[src/hw/rtl/pkc_pkg.sv]
// ----------------------------------------------------------------------------
// pkc_pkg: shared types and constants for the preset kernel convolution
// Pixel and result item types, window record passed down the MAC chain,
// filter mode codes, register map and the 3x3 kernel table.
// ----------------------------------------------------------------------------
package pkc_pkg;

  localparam int MAX_WIDTH   = 1024;
  localparam int RAM_DEPTH   = 2 * MAX_WIDTH;
  localparam int PTR_W       = $clog2(RAM_DEPTH);
  localparam int WID_W       = $clog2(MAX_WIDTH) + 1;
  localparam int CNT_W       = 21;
  localparam int SUM_W       = 13;
  localparam int COEF_W      = 5;
  localparam int ADDR_W      = 3;
  localparam int DATA_W      = 32;
  localparam int NCELL       = 9;   // one MAC cell per kernel tap

  localparam logic [CNT_W-1:0] CNT_MAX     = '1;
  localparam logic [WID_W-1:0] WIDTH_RESET = WID_W'(640);
  localparam logic [WID_W-1:0] WIDTH_MAX   = WID_W'(MAX_WIDTH);

  // floor(s / 9) == (s * 3641) >> 15 for 0 <= s < 4096
  localparam logic [SUM_W-2:0] DIV9_MUL   = (SUM_W-1)'(3641);
  localparam int               DIV9_SHIFT = 15;

  localparam logic CMD_PIXEL = 1'b0;
  localparam logic CMD_FLUSH = 1'b1;

  typedef enum logic [2:0] {
    MODE_PASS    = 3'd0,
    MODE_BLUR    = 3'd1,
    MODE_EDGE    = 3'd2,
    MODE_EMBOSS  = 3'd3,
    MODE_SHARPEN = 3'd4,
    MODE_ENFORCE = 3'd5
  } pkc_mode_t;

  typedef enum logic {
    REG_FILTER_MODE = 1'b0,
    REG_IMAGE_WIDTH = 1'b1
  } pkc_reg_t;

  typedef struct packed {
    logic       cmd;
    logic       frame_start;
    logic [7:0] in_red;
    logic [7:0] in_green;
    logic [7:0] in_blue;
  } pkc_pix_t;

  typedef struct packed {
    logic [7:0] out_red;
    logic [7:0] out_green;
    logic [7:0] out_blue;
  } pkc_res_t;

  typedef struct packed {
    logic [7:0] red;
    logic [7:0] green;
    logic [7:0] blue;
  } pkc_rgb_t;

  // three consecutive items, [0] newest
  typedef pkc_rgb_t [2:0] pkc_triple_t;

  typedef logic signed [SUM_W-1:0] pkc_sum_t;

  // one window on its way down the chain; sums [0] red, [1] green, [2] blue
  typedef struct packed {
    pkc_mode_t              mode;
    logic [2:0][2:0]        mask;
    pkc_triple_t [2:0]      taps;
    pkc_sum_t [2:0]         sums;
  } pkc_win_t;

  // kernel by [dy+1][dx+1]
  localparam logic signed [COEF_W-1:0] KERN [6][3][3] = '{
    '{'{ 5'sd0,  5'sd0,  5'sd0}, '{ 5'sd0,  5'sd1,  5'sd0}, '{ 5'sd0,  5'sd0,  5'sd0}},
    '{'{ 5'sd1,  5'sd1,  5'sd1}, '{ 5'sd1,  5'sd1,  5'sd1}, '{ 5'sd1,  5'sd1,  5'sd1}},
    '{'{-5'sd1, -5'sd1, -5'sd1}, '{-5'sd1,  5'sd8, -5'sd1}, '{-5'sd1, -5'sd1, -5'sd1}},
    '{'{-5'sd2, -5'sd1,  5'sd0}, '{-5'sd1,  5'sd1,  5'sd1}, '{ 5'sd0,  5'sd1,  5'sd2}},
    '{'{ 5'sd0, -5'sd1,  5'sd0}, '{-5'sd1,  5'sd5, -5'sd1}, '{ 5'sd0, -5'sd1,  5'sd0}},
    '{'{ 5'sd0, -5'sd1,  5'sd0}, '{ 5'sd0,  5'sd1,  5'sd0}, '{ 5'sd0,  5'sd0,  5'sd0}}
  };

  // row counts items back in lines (0 newest), col counts items back within a row
  function automatic logic signed [COEF_W-1:0] pkc_coef(input pkc_mode_t mode,
                                                        input logic [1:0] row,
                                                        input logic [1:0] col);
    logic [1:0] ky;
    logic [1:0] kx;
    ky = 2'd2 - row;
    kx = 2'd2 - col;
    return KERN[mode][ky][kx];
  endfunction

  function automatic pkc_mode_t pkc_mode_of(input logic [2:0] code);
    pkc_mode_t m;
    m = pkc_mode_t'(code);
    case (m)
      MODE_PASS, MODE_BLUR, MODE_EDGE, MODE_EMBOSS, MODE_SHARPEN, MODE_ENFORCE: return m;
      default: return MODE_PASS;
    endcase
  endfunction

endpackage

[src/hw/rtl/pkc_mac_cell.sv]
// ----------------------------------------------------------------------------
// pkc_mac_cell: one multiply-accumulate cell of the kernel chain
// Adds the weighted tap at (row, col) to the running sums and hands the
// window to the next cell.
// ----------------------------------------------------------------------------
module pkc_mac_cell (
  input  logic              clk,
  input  logic              rst,
  input  logic [1:0]        row,
  input  logic [1:0]        col,
  input  logic              up_valid,
  output logic              up_ready,
  input  pkc_pkg::pkc_win_t up_win,
  output logic              dn_valid,
  input  logic              dn_ready,
  output pkc_pkg::pkc_win_t dn_win
);
  import pkc_pkg::*;

  logic signed [COEF_W-1:0] coef;
  pkc_rgb_t                 tap;
  pkc_win_t                 win_next;

  always_comb begin
    coef     = pkc_coef(up_win.mode, row, col);
    // taps from before the frame start count as zero
    tap      = up_win.mask[row][col] ? up_win.taps[row][col] : '0;
    win_next = up_win;
    win_next.sums[0] = pkc_sum_t'($signed(up_win.sums[0]) + coef * $signed({1'b0, tap.red}));
    win_next.sums[1] = pkc_sum_t'($signed(up_win.sums[1]) + coef * $signed({1'b0, tap.green}));
    win_next.sums[2] = pkc_sum_t'($signed(up_win.sums[2]) + coef * $signed({1'b0, tap.blue}));
  end

  assign up_ready = !dn_valid || dn_ready;

  always_ff @(posedge clk) begin
    if (rst) begin
      dn_valid <= 1'b0;
    end else if (up_ready) begin
      dn_valid <= up_valid;
    end
  end

  always_ff @(posedge clk) begin
    if (up_valid && up_ready) begin
      dn_win <= win_next;
    end
  end

endmodule

[config.mk]
export PLATFORM = sky130hd
export DESIGN_NAME = pkc_mac_cell
export DESIGN_NICKNAME = d
export VERILOG_FILES = /design/src/hw/rtl/pkc_pkg.sv /design/src/hw/rtl/pkc_mac_cell.sv
export SDC_FILE = /design/constraint.sdc
export NUM_CORES = 1
export LEC_CHECK = 0
export BUFFER_PORTS_ARGS = -buffer_cell sky130_fd_sc_hd__buf_2
export CELL_PAD_IN_SITES_DETAIL_PLACEMENT = 1
export CELL_PAD_IN_SITES_GLOBAL_PLACEMENT = 2
export CORE_ASPECT_RATIO = 1.1
export CORE_MARGIN = 2
export CORE_UTILIZATION = 35
export CTS_CLUSTER_DIAMETER = 30
export CTS_CLUSTER_SIZE = 30
export DETAILED_ROUTE_END_ITERATION = 16
export MAX_ROUTING_LAYER = met4
export PLACE_DENSITY = 0.87
export SLEW_MARGIN = 20
export SYNTH_ARGS = -nofsm -noshare
export SYNTH_HDL_FRONTEND = slang
export SYNTH_SLANG_ARGS = --single-unit
[constraint.sdc]
create_clock -name clk -period 13.21 [get_ports clk]
set_input_delay 0.6605 -clock clk [delete_from_list [all_inputs] [get_ports clk]]
set_output_delay 0.6605 -clock clk [all_outputs]
set_load 0.05 [all_outputs]
==> flow_metrics.env, run 1 <==
export IMPL_die_area_sq_mm=0.0445
export IMPL_max_vdd_ir_drop_uv=121
export IMPL_syn_nets=1555
export IMPL_leakagePower_uw=0.00908
export IMPL_drt_iter0_markers=798
export IMPL_insertion_delay_ns=0.59
export IMPL_yosys_most_used_dff="edfxtp_1"
export IMPL_rsz0062_at_grt="no"
export IMPL_gp_congestion=0.902
export IMPL_nets=2133
export IMPL_syn_avg_cell_area_sq_um=13.6
export IMPL_slew_violations=0
export IMPL_ys_warn_count=0
export IMPL_reg2reg_slack_ns=10.28
export IMPL_synthCells=1103
export IMPL_relSlewSlack_pct=27.8
export IMPL_total_power_uw=3400
export IMPL_cts_root_buf="clkbuf_16"
export IMPL_gr_total_overflow=0
export IMPL_setup_tns_ns=0
export IMPL_mostFrequentLayoutCells="buf_2, edfxtp_1, nor2_1, fa_1, ha_1"
export IMPL_pwr_density_cell_mw_per_mm2=165
export IMPL_finish_utilization_pct=48.7
export IMPL_dr_pass1_iters=5
export IMPL_grt_pass1_vias=12800
export IMPL_grt_pass1_wl_mm=85.0
export IMPL_netlist_area_sq_mm=0.0150
export IMPL_io_buffers=543
export IMPL_rows=79
export IMPL_cts_resized=0
export IMPL_numCtsBuffers=68
export IMPL_yosys_area_top_type="edfxtp_1"
export IMPL_cts_hold_buf=0
export IMPL_io_pins=544
export IMPL_crit_path_end_kind="flop"
export IMPL_cts_tree="built"
export IMPL_hold_path_class="in2reg"
export IMPL_wl_mm=59.3
export IMPL_synthDistinctLibCells=52
export IMPL_fmax_mhz=140
export IMPL_synth_edf_count=267
export IMPL_antenna_left=0
export IMPL_crit_path_start_kind="input pin"
export IMPL_clock_path_buffers=3
export IMPL_async_flop_share_pct=0
export IMPL_hold_violations=0
export IMPL_ys_ff_latch=268
export IMPL_clk_pin_slew_ns=0.04
export IMPL_synth_yosys_seq_area_share_pct=53.7
export IMPL_drive_gt1_share_pct=41.3
export IMPL_fin_crit_ns=7.13
export IMPL_tightest_slew_ns=1.08
export IMPL_gr_usage_all_layers_pct=27.1
export IMPL_route_detailed_drc=0
export IMPL_post_cts_buffers=0
export IMPL_die_width_microns=201
export IMPL_cp_max_fo=49
export IMPL_synthTopCellsByArea="edfxtp_1, fa_1, ha_1"
export IMPL_htree_levels=3
export IMPL_required_ns=13.53
export IMPL_core_area_sq_mm=0.0423
export IMPL_clkSinkCount=268
export IMPL_die_h_microns=221
export IMPL_routedWlPerCell_microns=25.5
export IMPL_finalClockSkew_ns=0.0115
export IMPL_hold_slack_ns=0.238
export IMPL_via_per_inst=5.11
export IMPL_status="complete, no violations"
export IMPL_setup_viol_count_final=0
export IMPL_period_share_pct=54.0
export IMPL_antenna_found_initial=28
export IMPL_vias=11900
export IMPL_path_class="in2reg"
export IMPL_grt_max_degree=85
export IMPL_drv_cap=0
export IMPL_final_common_cell="buf_2"
export IMPL_syn2layout_area_growth_pct=37.7
export IMPL_arrival_ns=7.45
export IMPL_yosys_area_top_type_share_pct=53.5
export IMPL_start_util_pct=35.4
export IMPL_dpl_hpwl_mm=46.9
## logic make-up after synthesis
kind of cell               synth area share, %
AOI/OAI and AO/OA                         9.05
and+or+nand+nor                           6.88
adders and majority gates                 19.3
DFF                                       53.7
buffers and inverters                     4.05
xor gates and xnor gates                  1.87
muxes                                     5.20
## routing by layer
| metal | vias to the layer above | share of wire [%] | track usage, % |
|---|---|---|---|
| li1 | 5229 | - | - |
| met1 | 6073 | 38 | 29.7 |
| met2 | 507 | 53 | 47.3 |
| met3 | 82 | 6.9 | 6.36 |
| met4 | 0 | 2.7 | 11.4 |
| met5 | - | 0 | - |
## worst max-delay path, stage by stage
cell      delay (ns)
buf_2           0.08
buf_4           0.49
nor2b_4         0.76
buf_4           0.46
a221oi_1        0.15
o32ai_1         0.66
nand2_1         0.27
nand2b_1        0.15
fa_1            0.44
fa_1            0.51
inv_1           0.05
fa_1            0.48
inv_1           0.05
fa_1            0.55
inv_1           0.05
ha_1            0.29
a211oi_1        0.28
nor2_1          0.13
or4_1           0.45
a31oi_1         0.23
xnor2_1         0.16
xnor2_1         0.08
## synth_stat cells (all sizes together) (22+ instances only)
cell type,count
o21ai,43
mux2,39
xnor2,26
a21oi,40
nand2,36
buf,38
nor2b,24
nand2b,22
a221oi,34
nor2,128
edfxtp,267
fa,90
inv,78
mux2i,34
ha,87
## through the flow
step           instances  area (sq um)  setup slack (ns)
5_1_grt             2320         20600              5.63
3_3_place_gp        2178         18200              5.58
4_1_cts             2300         20600              6.06
6_report            2325         20600              6.08
2_1_floorplan       1103         15000              5.31
3_5_place_dp        2178         18200              5.47
## flip-flops by register name, indices dropped and copies added, names as in the netlist
| signal | cells |
|---|---|
| dn_win | 267 |
| dn_valid | 1 |
## worst paths after layout
path            start           to  depth (start not counted)
max            row[1]   dn_win[25]                         22
min               rst     dn_valid                          2
max reg2reg  dn_valid  dn_win[214]                          4
min reg2reg  dn_valid     dn_valid                          2
## power breakdown
part | leakage (uW) | switching (uW) | total, uW | internal, uW
sequential | 0.00259 | 18.6 | 1040 | 1020
combinational | 0.00536 | 482 | 677 | 195
clock | 0.00113 | 530 | 1680 | 1150
## layout make-up
class	count	area (sq um)
multi-input combinational	706	6350
antenna	25	62.6
fill	4551	21700
sequential	268	8040
clock buffer	71	1730
clock inverter	51	594
timing repair buffer	559	2840
tap	567	709
inverter	78	293
No activity file was read; power rests on OpenSTA's default activity.
==> inputs of run 2 (changes only) <==
CORE_UTILIZATION = 32   (was 35)
PLACE_DENSITY = 0.81   (was 0.87)
clock period = 6.6 ns   (was 13.21 ns; I/O delays follow)
==> run 2 against run 1 <==
Net effect:
- global-route usage grew 0.34 points
- register-to-register slack lost 6.3 ns
- sequential share of layout area shrank 3.6 points
- largest cell class unchanged
- total power grew 93%
- worst setup slack lost 5.5 ns
- clock-buffer cell count shrank 15
- combinational power grew 120%
- first-iteration DRC count shrank 9.1%
- sequential cell count is the same
==> flow_metrics.env, run 2 (synthesis gave the netlist of run 1 again) <==
export IMPL_status="complete, no violations"
export IMPL_mostFrequentLayoutCells="buf_2, edfxtp_1, dlygate4sd3_1, nor2_1, fa_1"
export IMPL_routedWlPerCell_microns=25.8
export IMPL_numCtsBuffers=55
export IMPL_vias=13000
export IMPL_start_util_pct=32.3
export IMPL_reg_top3="dn_win x267, dn_valid x1"
export IMPL_rsz0062_at_grt="no"
export IMPL_regArea_sq_mm=0.00804
export IMPL_gr_total_overflow=0
export IMPL_drive_gt1_share_pct=36.9
export IMPL_layout_setup_ws_ns=0.530
export IMPL_r2r_end="dn_win[211]"
export IMPL_insertion_delay_ns=0.60
export IMPL_reg2regPathDepth=3
export IMPL_clkSinkCount=268
export IMPL_arrival_ns=6.39
export IMPL_tightest_slew_ns=1.18
export IMPL_setup_tns_ns=0
export IMPL_gp_congestion=0.917
export IMPL_pwr_density_cell_mw_per_mm2=288
export IMPL_cts_resized=0
export IMPL_max_vdd_ir_drop_uv=199
export IMPL_crit_path_start_kind="input pin"
export IMPL_hold_path_class="in2reg"
export IMPL_core_area_sq_mm=0.0464
export IMPL_path_class="in2reg"
export IMPL_slew_violations=0
export IMPL_hold_path_startpoint="up_win[136]"
export IMPL_dpl_hpwl_mm=47.3
export IMPL_io_pins=544
export IMPL_via_per_inst=5.06
export IMPL_die_width_microns=210
export IMPL_drv_cap=0
export IMPL_htree_levels=2
export IMPL_drt_iter0_markers=725
export IMPL_cp_max_fo=11
export IMPL_hold_slack_ns=0.0294
export IMPL_required_ns=6.92
export IMPL_crit_path_end_kind="flop"
export IMPL_syn2layout_area_growth_pct=51.7
export IMPL_reg2reg_slack_ns=3.95
export IMPL_die_area_sq_mm=0.0486
export IMPL_setup_viol_count_final=0
export IMPL_route_detailed_drc=0
export IMPL_wl_mm=66.6
export IMPL_clock_path_buffers=3
export IMPL_antenna_left=0
export IMPL_fmax_mhz=165
export IMPL_clk_pin_slew_ns=0.05
export IMPL_fin_crit_ns=6.07
export IMPL_grt_max_degree=176
export IMPL_multi_input_area_sq_mm=0.00635
export IMPL_leakagePower_uw=0.00995
export IMPL_hold_end="dn_win[136]"
export IMPL_relSlewSlack_pct=21.1
export IMPL_hold_violations=0
export IMPL_gr_usage_all_layers_pct=27.5
export IMPL_antenna_found_initial=21
export IMPL_hold_depth=1
export IMPL_finalClockSkew_ns=0.0241
export IMPL_crit_start="up_win[264]"
export IMPL_cts_root_buf="clkbuf_16"
export IMPL_regMostFlops="dn_win"
export IMPL_cts_tree="built"
export IMPL_dr_pass1_iters=6
export IMPL_nets=2366
export IMPL_fill_cells=4890
export IMPL_final_common_cell="buf_2"
export IMPL_grt_pass1_wl_mm=94.2
export IMPL_die_h_microns=231
export IMPL_rows=83
export IMPL_largest_reg_flops=267
export IMPL_dp_slack_ns=0.206
export IMPL_io_buffers=543
export IMPL_period_share_pct=92.0
export IMPL_grt_pass1_vias=14200
export IMPL_timing_rr_start="dn_valid"
run 2: how the worst max path moves through the flow:
| stage | to | depth (start not counted) |
|---|---|---|
| after CTS | dn_win[12] | 24 |
| after global routing | dn_win[38] | 24 |
| after floorplan | dn_win[12] | 21 |
| after detailed placement | dn_win[12] | 21 |
| after global placement | dn_win[12] | 21 |
| final | dn_win[12] | 24 |
run 2: worst max-delay path: stages:
cell and delay, ns:
dlygate4sd3_1 0.53, buf_2 0.13, inv_1 0.08, ha_1 0.20, nand2b_1 0.19, nand2_1 0.12, and3_1 0.20, o21bai_1 0.21
a21oi_2 0.45, or2_1 0.21, fa_1 0.44, fa_1 0.50, inv_1 0.06, fa_1 0.48, inv_1 0.05, fa_1 0.54
inv_1 0.06, ha_1 0.28, a211oi_1 0.24, nor2_1 0.10, or4b_1 0.51, a31oi_1 0.23, xnor2_1 0.16, xnor2_1 0.08
run 2: layer usage:
metal	wire (microns)	track usage (%)
met4	3430	12.9
met5	0	-
met1	23900	29.0
met2	34700	48.6
met3	4480	6.26
run 2: where the power goes:
part	internal [uW]	total, uW	switching [uW]
Combinational	492	1510	1020
Sequential	2040	2090	43.6
Clock	1900	2950	1050
Total	4440	6550	2110
run 2: through the flow:
step	total power [uW]	instances	util, %	area [sq um]
global placement	3470	2225	39.8	18500
finish	6550	2576	49.0	22700
detailed placement	3490	2225	39.8	18500
CTS	6520	2554	48.8	22700
floorplan	3040	1103	-	15000
global route	6770	2576	49.0	22700
run 2: final cells by class:
cell class / count / area share [%]
multi-input combinational: 706 / 27.9
clock inverter: 46 / 2.43
clock buffer: 56 / 6.07
sequential: 268 / 35.4
inverter: 78 / 1.29
tap: 595 / 3.28
timing repair buffer: 805 / 23.4
antenna: 22 / 0.242
run 2: repair_timing:
action                    CTS  global route
hold endpoints to repair  226             0
hold buffers              227             0
buffers inserted            0             0
