**src/hw/rtl/pkc_pkg.sv**
```systemverilog
// ----------------------------------------------------------------------------
// pkc_pkg: shared types and constants for the preset kernel convolution
// Pixel and result item types, window record passed down the MAC chain,
// filter mode codes, register map and the 3x3 kernel table.
// ----------------------------------------------------------------------------
package pkc_pkg;

  localparam int MAX_WIDTH   = 1024;
  localparam int RAM_DEPTH   = 2 * MAX_WIDTH;
  localparam int PTR_W       = $clog2(RAM_DEPTH);
  localparam int WID_W       = $clog2(MAX_WIDTH) + 1;
  localparam int CNT_W       = 21;
  localparam int SUM_W       = 13;
  localparam int COEF_W      = 5;
  localparam int ADDR_W      = 3;
  localparam int DATA_W      = 32;
  localparam int NCELL       = 9;   // one MAC cell per kernel tap

  localparam logic [CNT_W-1:0] CNT_MAX     = '1;
  localparam logic [WID_W-1:0] WIDTH_RESET = WID_W'(640);
  localparam logic [WID_W-1:0] WIDTH_MAX   = WID_W'(MAX_WIDTH);

  // floor(s / 9) == (s * 3641) >> 15 for 0 <= s < 4096
  localparam logic [SUM_W-2:0] DIV9_MUL   = (SUM_W-1)'(3641);
  localparam int               DIV9_SHIFT = 15;

  localparam logic CMD_PIXEL = 1'b0;
  localparam logic CMD_FLUSH = 1'b1;

  typedef enum logic [2:0] {
    MODE_PASS    = 3'd0,
    MODE_BLUR    = 3'd1,
    MODE_EDGE    = 3'd2,
    MODE_EMBOSS  = 3'd3,
    MODE_SHARPEN = 3'd4,
    MODE_ENFORCE = 3'd5
  } pkc_mode_t;

  typedef enum logic {
    REG_FILTER_MODE = 1'b0,
    REG_IMAGE_WIDTH = 1'b1
  } pkc_reg_t;

  typedef struct packed {
    logic       cmd;
    logic       frame_start;
    logic [7:0] in_red;
    logic [7:0] in_green;
    logic [7:0] in_blue;
  } pkc_pix_t;

  typedef struct packed {
    logic [7:0] out_red;
    logic [7:0] out_green;
    logic [7:0] out_blue;
  } pkc_res_t;

  typedef struct packed {
    logic [7:0] red;
    logic [7:0] green;
    logic [7:0] blue;
  } pkc_rgb_t;

  // three consecutive items, [0] newest
  typedef pkc_rgb_t [2:0] pkc_triple_t;

  typedef logic signed [SUM_W-1:0] pkc_sum_t;

  // one window on its way down the chain; sums [0] red, [1] green, [2] blue
  typedef struct packed {
    pkc_mode_t              mode;
    logic [2:0][2:0]        mask;
    pkc_triple_t [2:0]      taps;
    pkc_sum_t [2:0]         sums;
  } pkc_win_t;

  // kernel by [dy+1][dx+1]
  localparam logic signed [COEF_W-1:0] KERN [6][3][3] = '{
    '{'{ 5'sd0,  5'sd0,  5'sd0}, '{ 5'sd0,  5'sd1,  5'sd0}, '{ 5'sd0,  5'sd0,  5'sd0}},
    '{'{ 5'sd1,  5'sd1,  5'sd1}, '{ 5'sd1,  5'sd1,  5'sd1}, '{ 5'sd1,  5'sd1,  5'sd1}},
    '{'{-5'sd1, -5'sd1, -5'sd1}, '{-5'sd1,  5'sd8, -5'sd1}, '{-5'sd1, -5'sd1, -5'sd1}},
    '{'{-5'sd2, -5'sd1,  5'sd0}, '{-5'sd1,  5'sd1,  5'sd1}, '{ 5'sd0,  5'sd1,  5'sd2}},
    '{'{ 5'sd0, -5'sd1,  5'sd0}, '{-5'sd1,  5'sd5, -5'sd1}, '{ 5'sd0, -5'sd1,  5'sd0}},
    '{'{ 5'sd0, -5'sd1,  5'sd0}, '{ 5'sd0,  5'sd1,  5'sd0}, '{ 5'sd0,  5'sd0,  5'sd0}}
  };

  // row counts items back in lines (0 newest), col counts items back within a row
  function automatic logic signed [COEF_W-1:0] pkc_coef(input pkc_mode_t mode,
                                                        input logic [1:0] row,
                                                        input logic [1:0] col);
    logic [1:0] ky;
    logic [1:0] kx;
    ky = 2'd2 - row;
    kx = 2'd2 - col;
    return KERN[mode][ky][kx];
  endfunction

  function automatic pkc_mode_t pkc_mode_of(input logic [2:0] code);
    pkc_mode_t m;
    m = pkc_mode_t'(code);
    case (m)
      MODE_PASS, MODE_BLUR, MODE_EDGE, MODE_EMBOSS, MODE_SHARPEN, MODE_ENFORCE: return m;
      default: return MODE_PASS;
    endcase
  endfunction

endpackage

```
**src/hw/rtl/pkc_post.sv**
```systemverilog
// ----------------------------------------------------------------------------
// pkc_post: blur scaling, clamp and output register
// Divides blur sums by nine, clamps each channel to 0..255 and holds the
// result item until it is taken.
// ----------------------------------------------------------------------------
module pkc_post (
  input  logic              clk,
  input  logic              rst,
  input  logic              up_valid,
  output logic              up_ready,
  input  pkc_pkg::pkc_win_t up_win,
  output logic              res_valid,
  input  logic              res_ready,
  output pkc_pkg::pkc_res_t res
);
  import pkc_pkg::*;

  function automatic logic [7:0] finish(input logic [SUM_W-1:0] s, input logic blur);
    logic [2*(SUM_W-1)-1:0] prod;
    logic [SUM_W-1:0]       v;
    prod = s[SUM_W-2:0] * DIV9_MUL;
    v    = blur ? SUM_W'(prod >> DIV9_SHIFT) : s;
    if (v[SUM_W-1]) begin
      return 8'h00;
    end else if (v > SUM_W'(255)) begin
      return 8'hFF;
    end else begin
      return v[7:0];
    end
  endfunction

  logic     blur;
  pkc_res_t res_next;

  always_comb begin
    blur               = (up_win.mode == MODE_BLUR);
    res_next.out_red   = finish(up_win.sums[0], blur);
    res_next.out_green = finish(up_win.sums[1], blur);
    res_next.out_blue  = finish(up_win.sums[2], blur);
  end

  assign up_ready = !res_valid || res_ready;

  always_ff @(posedge clk) begin
    if (rst) begin
      res_valid <= 1'b0;
    end else if (up_ready) begin
      res_valid <= up_valid;
    end
  end

  always_ff @(posedge clk) begin
    if (up_valid && up_ready) begin
      res <= res_next;
    end
  end

endmodule

```
**config.mk**
```make
export PLATFORM = sky130hd
export DESIGN_NAME = pkc_post
export DESIGN_NICKNAME = d
export VERILOG_FILES = /design/src/hw/rtl/pkc_pkg.sv /design/src/hw/rtl/pkc_post.sv
export SDC_FILE = /design/constraint.sdc
export NUM_CORES = 1
export LEC_CHECK = 0
export BUFFER_PORTS_ARGS = -buffer_cell sky130_fd_sc_hd__buf_2
export CORE_MARGIN = 2
export CORE_UTILIZATION = 52
export CTS_BUF_LIST = sky130_fd_sc_hd__clkbuf_2
export DETAILED_ROUTE_END_ITERATION = 7
export GPL_TIMING_DRIVEN = 0
export PLACE_DENSITY = 0.84
export RECOVER_POWER = 25
export SKIP_LAST_GASP = 1
export SLEW_MARGIN = 20
export SYNTH_ARGS = -nofsm -noshare
export SYNTH_HDL_FRONTEND = slang
export SYNTH_SLANG_ARGS = --single-unit
```
**constraint.sdc**
```tcl
create_clock -name clk -period 6.9 [get_ports clk]
set_input_delay 2.07 -clock clk [delete_from_list [all_inputs] [get_ports clk]]
set_output_delay 2.07 -clock clk [all_outputs]
set_load 0.03 [all_outputs]
```
==> results.yml, run 1 <==
sta:
  drv_slew: 25
  worst-slew-pin-transition_ns: 1.64
  relSlewSlack: -0.0920
  fin_skew_ns: 0.0340
  finalSetupViolations: 0
  rsz0062_at_grt: "false"
  final_layout_worst_hold_slack_ns: 0.553
  finalHoldViolations: 0
  fin_crit_sh: 0.952
  timing.final.crit_period_ns: 6.57
  setup_ws_ns: 0.333
  achievable-frequency_ghz: 0.152
cts:
  cts-resized-gates: 0
  count_of_hold_fix_buffers_inserted_at_cts: 0
  clockBufferDepth: 2
  post_cts.repair.setup_buffers: 0
  number_of_buffers_inserted_during_clock_tree_synthesis: 3
  clock_insertion_delay_worst_skew_ns: 0.41
  worst_setup_hold_path_clk_slew_ns: 0.32
  number_of_levels_the_h_tree_was_split_into: 1
  tritoncts_clock_tree: "yes"
  clk_root_buffer_cell: "clkbuf_2"
  tritoncts_num_sinks: 25
synth:
  syn-mean-instance-area_um2: 9.54
  synthDominantAreaCellType: "ha_1"
  ys_ff_latch: 25
  synth_ff_type: "edfxtp_1"
  yosysSeqAreaShare: 0.0954
  yosys-top-cells-area: "ha_1 (35%), fa_1 (22%), edfxtp_1 (9.3%), inv_1 (8.7%), xnor2_1 (2.6%)"
  synth.cell_area_um2: 7770
  number_of_synthesized_flops_with_an_enable_pin: 24
  synth_warn: 0
  synthesis.instances: 814
  post-synth-top-count-cell: "ha_1"
  synth-async-reset-ratio: 0
  synth_nets: 1385
  synth.top_cells.by_count: "ha_1 (216), inv_1 (181), fa_1 (84)"
  fraction_of_synthesized_cell_area_taken_by_the_top_area_cell_type: 0.348
  post_synth_num_cell_types: 53
finish:
  fin_cells: 1074
  area.sequential_um2: 741
  multi_input_area_um2: 6330
  drive_above_1_share: 0.0980
  fillerInstances: 1230
  area.growth.synth_to_final_pct: 7.80
  num-nets-final: 1460
  design_area_um2: 8370
route:
  via_count: 6050
  drc: 0
  postRouteWirelength_um: 18400
  dr.first_iter.drc_count: 381
  via_per_inst: 5.63
  route.detailed.wl_per_inst_um: 17.1
  ant_nets: 0
  drt_pass1_iterations: 4
worst_setup_path:
  crit-reg2reg-launch: "res_valid$_SDFFE_PP0N_"
  timing.critical_path.from_type: "primary input"
  timing.setup.critical_path_class: "in -> reg"
  slowest_delay_ns: 0.54
  regToRegEndpoint: "res[23]$_SDFFCE_PP0P_"
  worst_path_dominant_cell_family: "adder cells"
  worst_r2r_path_depth: 2
  rrSetupSlack_ns: 4.78
  worst_endpoint_data_arrival_time_ns: 6.75
  crit_path_frequent_cell: "inv_1"
  crit_path_top_delay_cell: "fa_1"
  timing.critical_path.cells: "buf_2 -> inv_1 -> fa_1 -> inv_1 -> ha_1 -> inv_1 -> fa_1 -> inv_1 -> fa_1 -> inv_1 -> fa_1 -> inv_1 -> ha_1 -> o21ai_0 -> o21ai_0 -> o211ai_1 -> a21oi_1 -> o21ai_4 -> o21a_1"
  critical_path.max_fanout: 8
  cp_data_required_time_ns: 7.08
  cp_num_buf_inv: 7
  setup.worst_path.end_class: "flop"
floorplan:
  die_w_um: 126
  fp-row-count: 44
  initial_core_util: 0.532
  design.core.area_um2: 14600
  die-area_um2: 15900
  top_level_ports: 297
  floorplan.die.height_um: 126
power_and_ir_drop:
  internal_power_mw: 1.25
  power_per_cell_area_nw_per_um2: 331
  p_sw_mw: 1.52
  power.share.clock: 0.025
  fin_total_pwr_mw: 2.77
  power.combinational.fraction: 0.903
  power.switching_fraction: 0.549
  total_leakage_power_nw: 4.61
  vdd_drop_max_mv: 0.176
  power.sequential.fraction: 0.072
grt:
  grt_antenna_before_repair: 3
  global_route.overflow_total: 0
  total_routing_resource_utilization_after_global_routing: 0.238
  grt_pass1_vias: 6364
  grt_max_degree: 25
  grt_pass1_wl_um: 30300
status:
  failed_checks: "max-capacitance violations, max-slew violations"
  status: "complete, but fails checks"
place:
  routabilityCongestion: 0.956
  pre_cts_ws_ns: -0.0318
  placedCellCount: 1068
  place_area_um2: 8350
  post-dp-hpwl_um: 16400
  port-buffer-count: 70
worst_hold_path:
  hp-class: "reg -> reg"
  min_delay_path_depth: 2
  hold_path.startpoint: "res_valid$_SDFFE_PP0N_"
  worstHoldEndpoint: "res_valid$_SDFFE_PP0N_"
job:
  cap_viol_max_count: 1
-- registers in the layout, indices dropped and copies added (netlist names) --
name,count
res,24
res_valid,1
-- power groups by stage --
| stage | Sequential, mW | Clock, mW | Combinational, mW |
|---|---|---|---|
| 6_report | 0.200 | 0.0690 | 2.50 |
| 4_1_cts | 0.199 | 0.0649 | 2.48 |
| 3_5_place_dp | 0.202 | 0 | 2.46 |
| 3_3_place_gp | 0.203 | 0 | 2.37 |
| 5_1_grt | 0.200 | 0.0715 | 2.82 |
| 2_1_floorplan | 0.232 | 0 | 1.86 |
-- cell families (layout without fill, tap and decap cells) --
| kind of cell | after synthesis | in the layout | share of synthesized area |
|---|---|---|---|
| AO/OA/AOI/OAI | 155 | 155 | 0.136 |
| XOR/XNOR | 38 | 38 | 0.0428 |
| adder cells (fa/ha/maj) | 300 | 300 | 0.564 |
| buffers and inverters | 186 | 260 | 0.0899 |
| flip-flops | 25 | 25 | 0.0954 |
| multiplexers | 1 | 1 | 0.00129 |
| other | 0 | 2 | 0 |
| AND/OR/NAND/NOR | 109 | 109 | 0.0697 |
-- metrics by stage --
step / util / setup TNS [ns]
after floorplan: - / 0
after global placement: 0.572 / 0
after detailed placement: 0.572 / -0.168
after CTS: 0.574 / 0
after global routing: 0.574 / 0
final: 0.574 / 0
-- layer usage --
metal,vias up,wire (um),global-route usage
met3,31,988,0.0382
met4,2,272,0.0504
met2,188,8730,0.405
met1,2918,8350,0.321
li1,2911,-,-
met5,-,13,0
-- layout make-up --
type                       count  share of cell area
clock buffer                   3             0.00179
timing repair buffer          70              0.0418
sequential                    25              0.0885
antenna                        2            0.000598
clock inverter                 1            0.000598
buffer                         5             0.00224
tap                          184              0.0275
inverter                     181              0.0811
multi-input combinational    603               0.756
-- tightest hold or removal path: cells and delay by family, from the launching register on --
family	cells	cell delay, ns
flip-flops	1	0.39
AO/OA/AOI/OAI	1	0.08
AND/OR/NAND/NOR	1	0.11
-- cell usage in the layout, fill, tap and decap left out, types with 13 or more instances in the layout --
cell type and count:
ha_1 216, edfxtp_1 24, o21a_1 13, xor2_1 15
a21o_1 23, xnor2_1 23, buf_2 70, o21ai_0 35
fa_1 84, nand2_1 17, inv_1 181, a21oi_1 22
nor2_1 45, a31oi_1 25
-- worst max-delay path by stage --
stage	slack (ns)	to	cells past startpoint	from
after floorplan	0.54	res[10]$_SDFFCE_PP0P_	18	up_win[14]
after global placement	0.06	res[20]$_SDFFCE_PP0P_	19	up_win[7]
after detailed placement	-0.03	res[14]$_SDFFCE_PP0P_	19	up_win[14]
after CTS	0.39	res[20]$_SDFFCE_PP0P_	19	up_win[7]
after global routing	0.12	res[20]$_SDFFCE_PP0P_	19	up_win[7]
final	0.33	res[20]$_SDFFCE_PP0P_	19	up_win[7]
No activity file was read; power rests on OpenSTA's default activity.
==> run 2: changes to the inputs <==
--- a/config.mk
+++ b/config.mk
@@ -5,13 +5,14 @@
 export SDC_FILE = /design/constraint.sdc
 export NUM_CORES = 1
 export LEC_CHECK = 0
+export ABC_AREA = 1
 export BUFFER_PORTS_ARGS = -buffer_cell sky130_fd_sc_hd__buf_2
 export CORE_MARGIN = 2
-export CORE_UTILIZATION = 52
+export CORE_UTILIZATION = 54
 export CTS_BUF_LIST = sky130_fd_sc_hd__clkbuf_2
 export DETAILED_ROUTE_END_ITERATION = 7
 export GPL_TIMING_DRIVEN = 0
-export PLACE_DENSITY = 0.84
+export PLACE_DENSITY = 0.85
 export RECOVER_POWER = 25
 export SKIP_LAST_GASP = 1
 export SLEW_MARGIN = 20
==> run 2 against run 1 <==
  * The run still ends with max-capacitance violations, max-slew violations left
  * Synthesized area up 14%
  * Clock power up 4.5%
  * Clock skew down 0.024 ns
  * First-iteration DRC count up 8.1%
  * Power up 20%
  * Utilization up 2.3 points
  * Flip-flop and latch count unchanged
  * Fmax up 3.1%
  * Register-to-register slack worse by 0.35 ns
  * Synthesized cell count up 43%
  * Largest power group unchanged
==> results.yml, run 2 <==
status:
  status: "complete, but fails checks"
  failed_checks: "max-capacitance violations, max-slew violations"
synth:
  synth_warn: 0
  synthDominantAreaCellType: "ha_1"
  syn-mean-instance-area_um2: 7.62
  ys_ff_latch: 25
  number_of_synthesized_flops_with_an_enable_pin: 24
  yosys-top-cells-area: "ha_1 (30%), fa_1 (19%), inv_1 (11%), nand2_1 (10%), edfxtp_1 (8.1%)"
  synth_ff_type: "edfxtp_1"
  synth_nets: 1735
  synth-async-reset-ratio: 0
  synth.cell_area_um2: 8860
  synthesis.instances: 1164
  post-synth-top-count-cell: "inv_1"
  synth.top_cells.by_count: "inv_1 (257), nand2_1 (245), ha_1 (216)"
  fraction_of_synthesized_cell_area_taken_by_the_top_area_cell_type: 0.305
  post_synth_num_cell_types: 37
  yosysSeqAreaShare: 0.0836
finish:
  num-nets-final: 1811
  largest_register_ff_count: 24
  fillerInstances: 1423
  area.growth.synth_to_final_pct: 7.33
  drive_above_1_share: 0.0823
  mostFrequentLayoutCells: "inv_1 (257), nand2_1 (245), ha_1 (216)"
  insertedDiodeCount: 0
  max_flop_register: "res"
  mostFrequentLayoutCell: "inv_1"
  reg.largest.list: "res: 24 flops, res_valid: 1 flops"
  design_area_um2: 9510
cts:
  post_cts.repair.setup_buffers: 0
  count_of_hold_fix_buffers_inserted_at_cts: 0
  clockBufferDepth: 2
  cts-resized-gates: 0
  tritoncts_num_sinks: 25
  clock_insertion_delay_worst_skew_ns: 0.41
  tritoncts_clock_tree: "yes"
  number_of_levels_the_h_tree_was_split_into: 1
  clk_root_buffer_cell: "clkbuf_2"
  number_of_buffers_inserted_during_clock_tree_synthesis: 3
  worst_setup_hold_path_clk_slew_ns: 0.30
worst_setup_path:
  crit_path_frequent_cell: "inv_1"
  worst_endpoint_data_arrival_time_ns: 6.59
  timing.setup.critical_path_class: "in -> reg"
  setup.worst_path.end_class: "flop"
  crit_path_top_delay_cell: "fa_1"
  critical_path.max_fanout: 5
  cp_data_required_time_ns: 7.12
  slowest_delay_ns: 0.54
  timing.critical_path.from_type: "primary input"
  cp_num_buf_inv: 9
  crit-reg2reg-launch: "res_valid$_SDFFE_PP0N_"
  setup.worst_path.start: "up_win[7]"
  worst_path_dominant_cell_family: "adder cells"
power_and_ir_drop:
  power_per_cell_area_nw_per_um2: 351
  total_leakage_power_nw: 5.67
  power.sequential.fraction: 0.056
  internal_power_mw: 1.32
  power.share.clock: 0.022
  p_sw_mw: 2.02
  power.combinational.fraction: 0.923
  power.switching_fraction: 0.604
  vdd_drop_max_mv: 0.216
  fin_total_pwr_mw: 3.34
grt:
  grt_pass1_vias: 7907
  global_route.overflow_total: 0
  grt_pass1_wl_um: 36600
  grt_max_degree: 25
  grt_antenna_before_repair: 2
  total_routing_resource_utilization_after_global_routing: 0.255
floorplan:
  floorplan.die.height_um: 132
  die_w_um: 132
  initial_core_util: 0.556
  top_level_ports: 297
  design.core.area_um2: 15900
  die-area_um2: 17500
  fp-row-count: 46
place:
  routabilityCongestion: 0.990
  pre_cts_ws_ns: 0.0834
  post-dp-hpwl_um: 19600
  port-buffer-count: 71
  place_area_um2: 9500
job:
  cap_viol_max_count: 1
route:
  dr.first_iter.drc_count: 412
  ant_nets: 0
  via_per_inst: 5.34
  drc: 0
  drt_pass1_iterations: 7
  via_count: 7776
  route.detailed.wl_per_inst_um: 14.8
  postRouteWirelength_um: 21600
sta:
  finalHoldViolations: 0
  achievable-frequency_ghz: 0.157
  rsz0062_at_grt: "false"
  fin_skew_ns: 0.00976
  setup_ws_ns: 0.531
  worst-slew-pin-transition_ns: 2.25
  relSlewSlack: -0.502
  drv_slew: 25
  finalSetupViolations: 0
  timing.final.crit_period_ns: 6.37
  fin_crit_sh: 0.923
  final.setup.tns_ns: 0
worst_hold_path:
  hp-class: "reg -> reg"
  hold_path.startpoint: "res_valid$_SDFFE_PP0N_"
==> run 2: stage by stage <==
| step | utilization | std cells | hold WS [ns] |
|---|---|---|---|
| detailed placement | 0.596 | 1451 | 0.539 |
| finish | 0.597 | 1455 | 0.523 |
| floorplan | - | 1164 | 0.832 |
| global route | 0.597 | 1455 | 0.568 |
| global placement | 0.595 | 1451 | 0.474 |
| CTS | 0.597 | 1455 | 0.567 |
==> run 2: cells by family (layout without fill, tap and decap cells) <==
| logic type | after synthesis | in the layout | share of synthesized area |
|---|---|---|---|
| adders and majority gates | 300 | 300 | 0.495 |
| xor gates and xnor gates | 15 | 15 | 0.0148 |
| and+or+nand+nor | 438 | 438 | 0.211 |
| AOI/OAI and AO/OA | 120 | 120 | 0.0823 |
| DFF | 25 | 25 | 0.0836 |
| buffers and inverters | 266 | 341 | 0.114 |
==> run 2: worst paths after layout <==
check,depth (start not counted),to,slack [ns]
max,25,res[19]$_SDFFCE_PP0P_,0.53
min,2,res_valid$_SDFFE_PP0N_,0.52
max reg2reg,1,res[10]$_SDFFCE_PP0P_,4.43
min reg2reg,2,res_valid$_SDFFE_PP0N_,0.52
==> run 2: power by group through the flow <==
stage                     registers, mW  logic, mW  clock network [mW]
final                             0.186       3.08              0.0721
after global routing              0.187       3.52              0.0768
after global placement            0.189       2.92                   0
after detailed placement          0.189       3.02                   0
after CTS                         0.185       3.05              0.0705
after floorplan                   0.210       2.30                   0
==> run 2: area by class of cell <==
class	instances	area (um2)	area share
buffer	5	32.5	0.00342
clock buffer	3	15.0	0.00158
clock inverter	1	8.76	0.000921
inverter	261	980	0.103
multi-input combinational	873	7110	0.748
sequential	25	741	0.0779
tap	216	270	0.0284
timing repair buffer	71	355	0.0373
==> run 2: metal layers <==
metal,vias to the layer above,global-route usage,wire [um]
li1,3866,-,-
met1,3567,0.333,9270
met2,276,0.436,10000
met3,63,0.0311,1420
met4,4,0.0924,845
met5,-,0,27
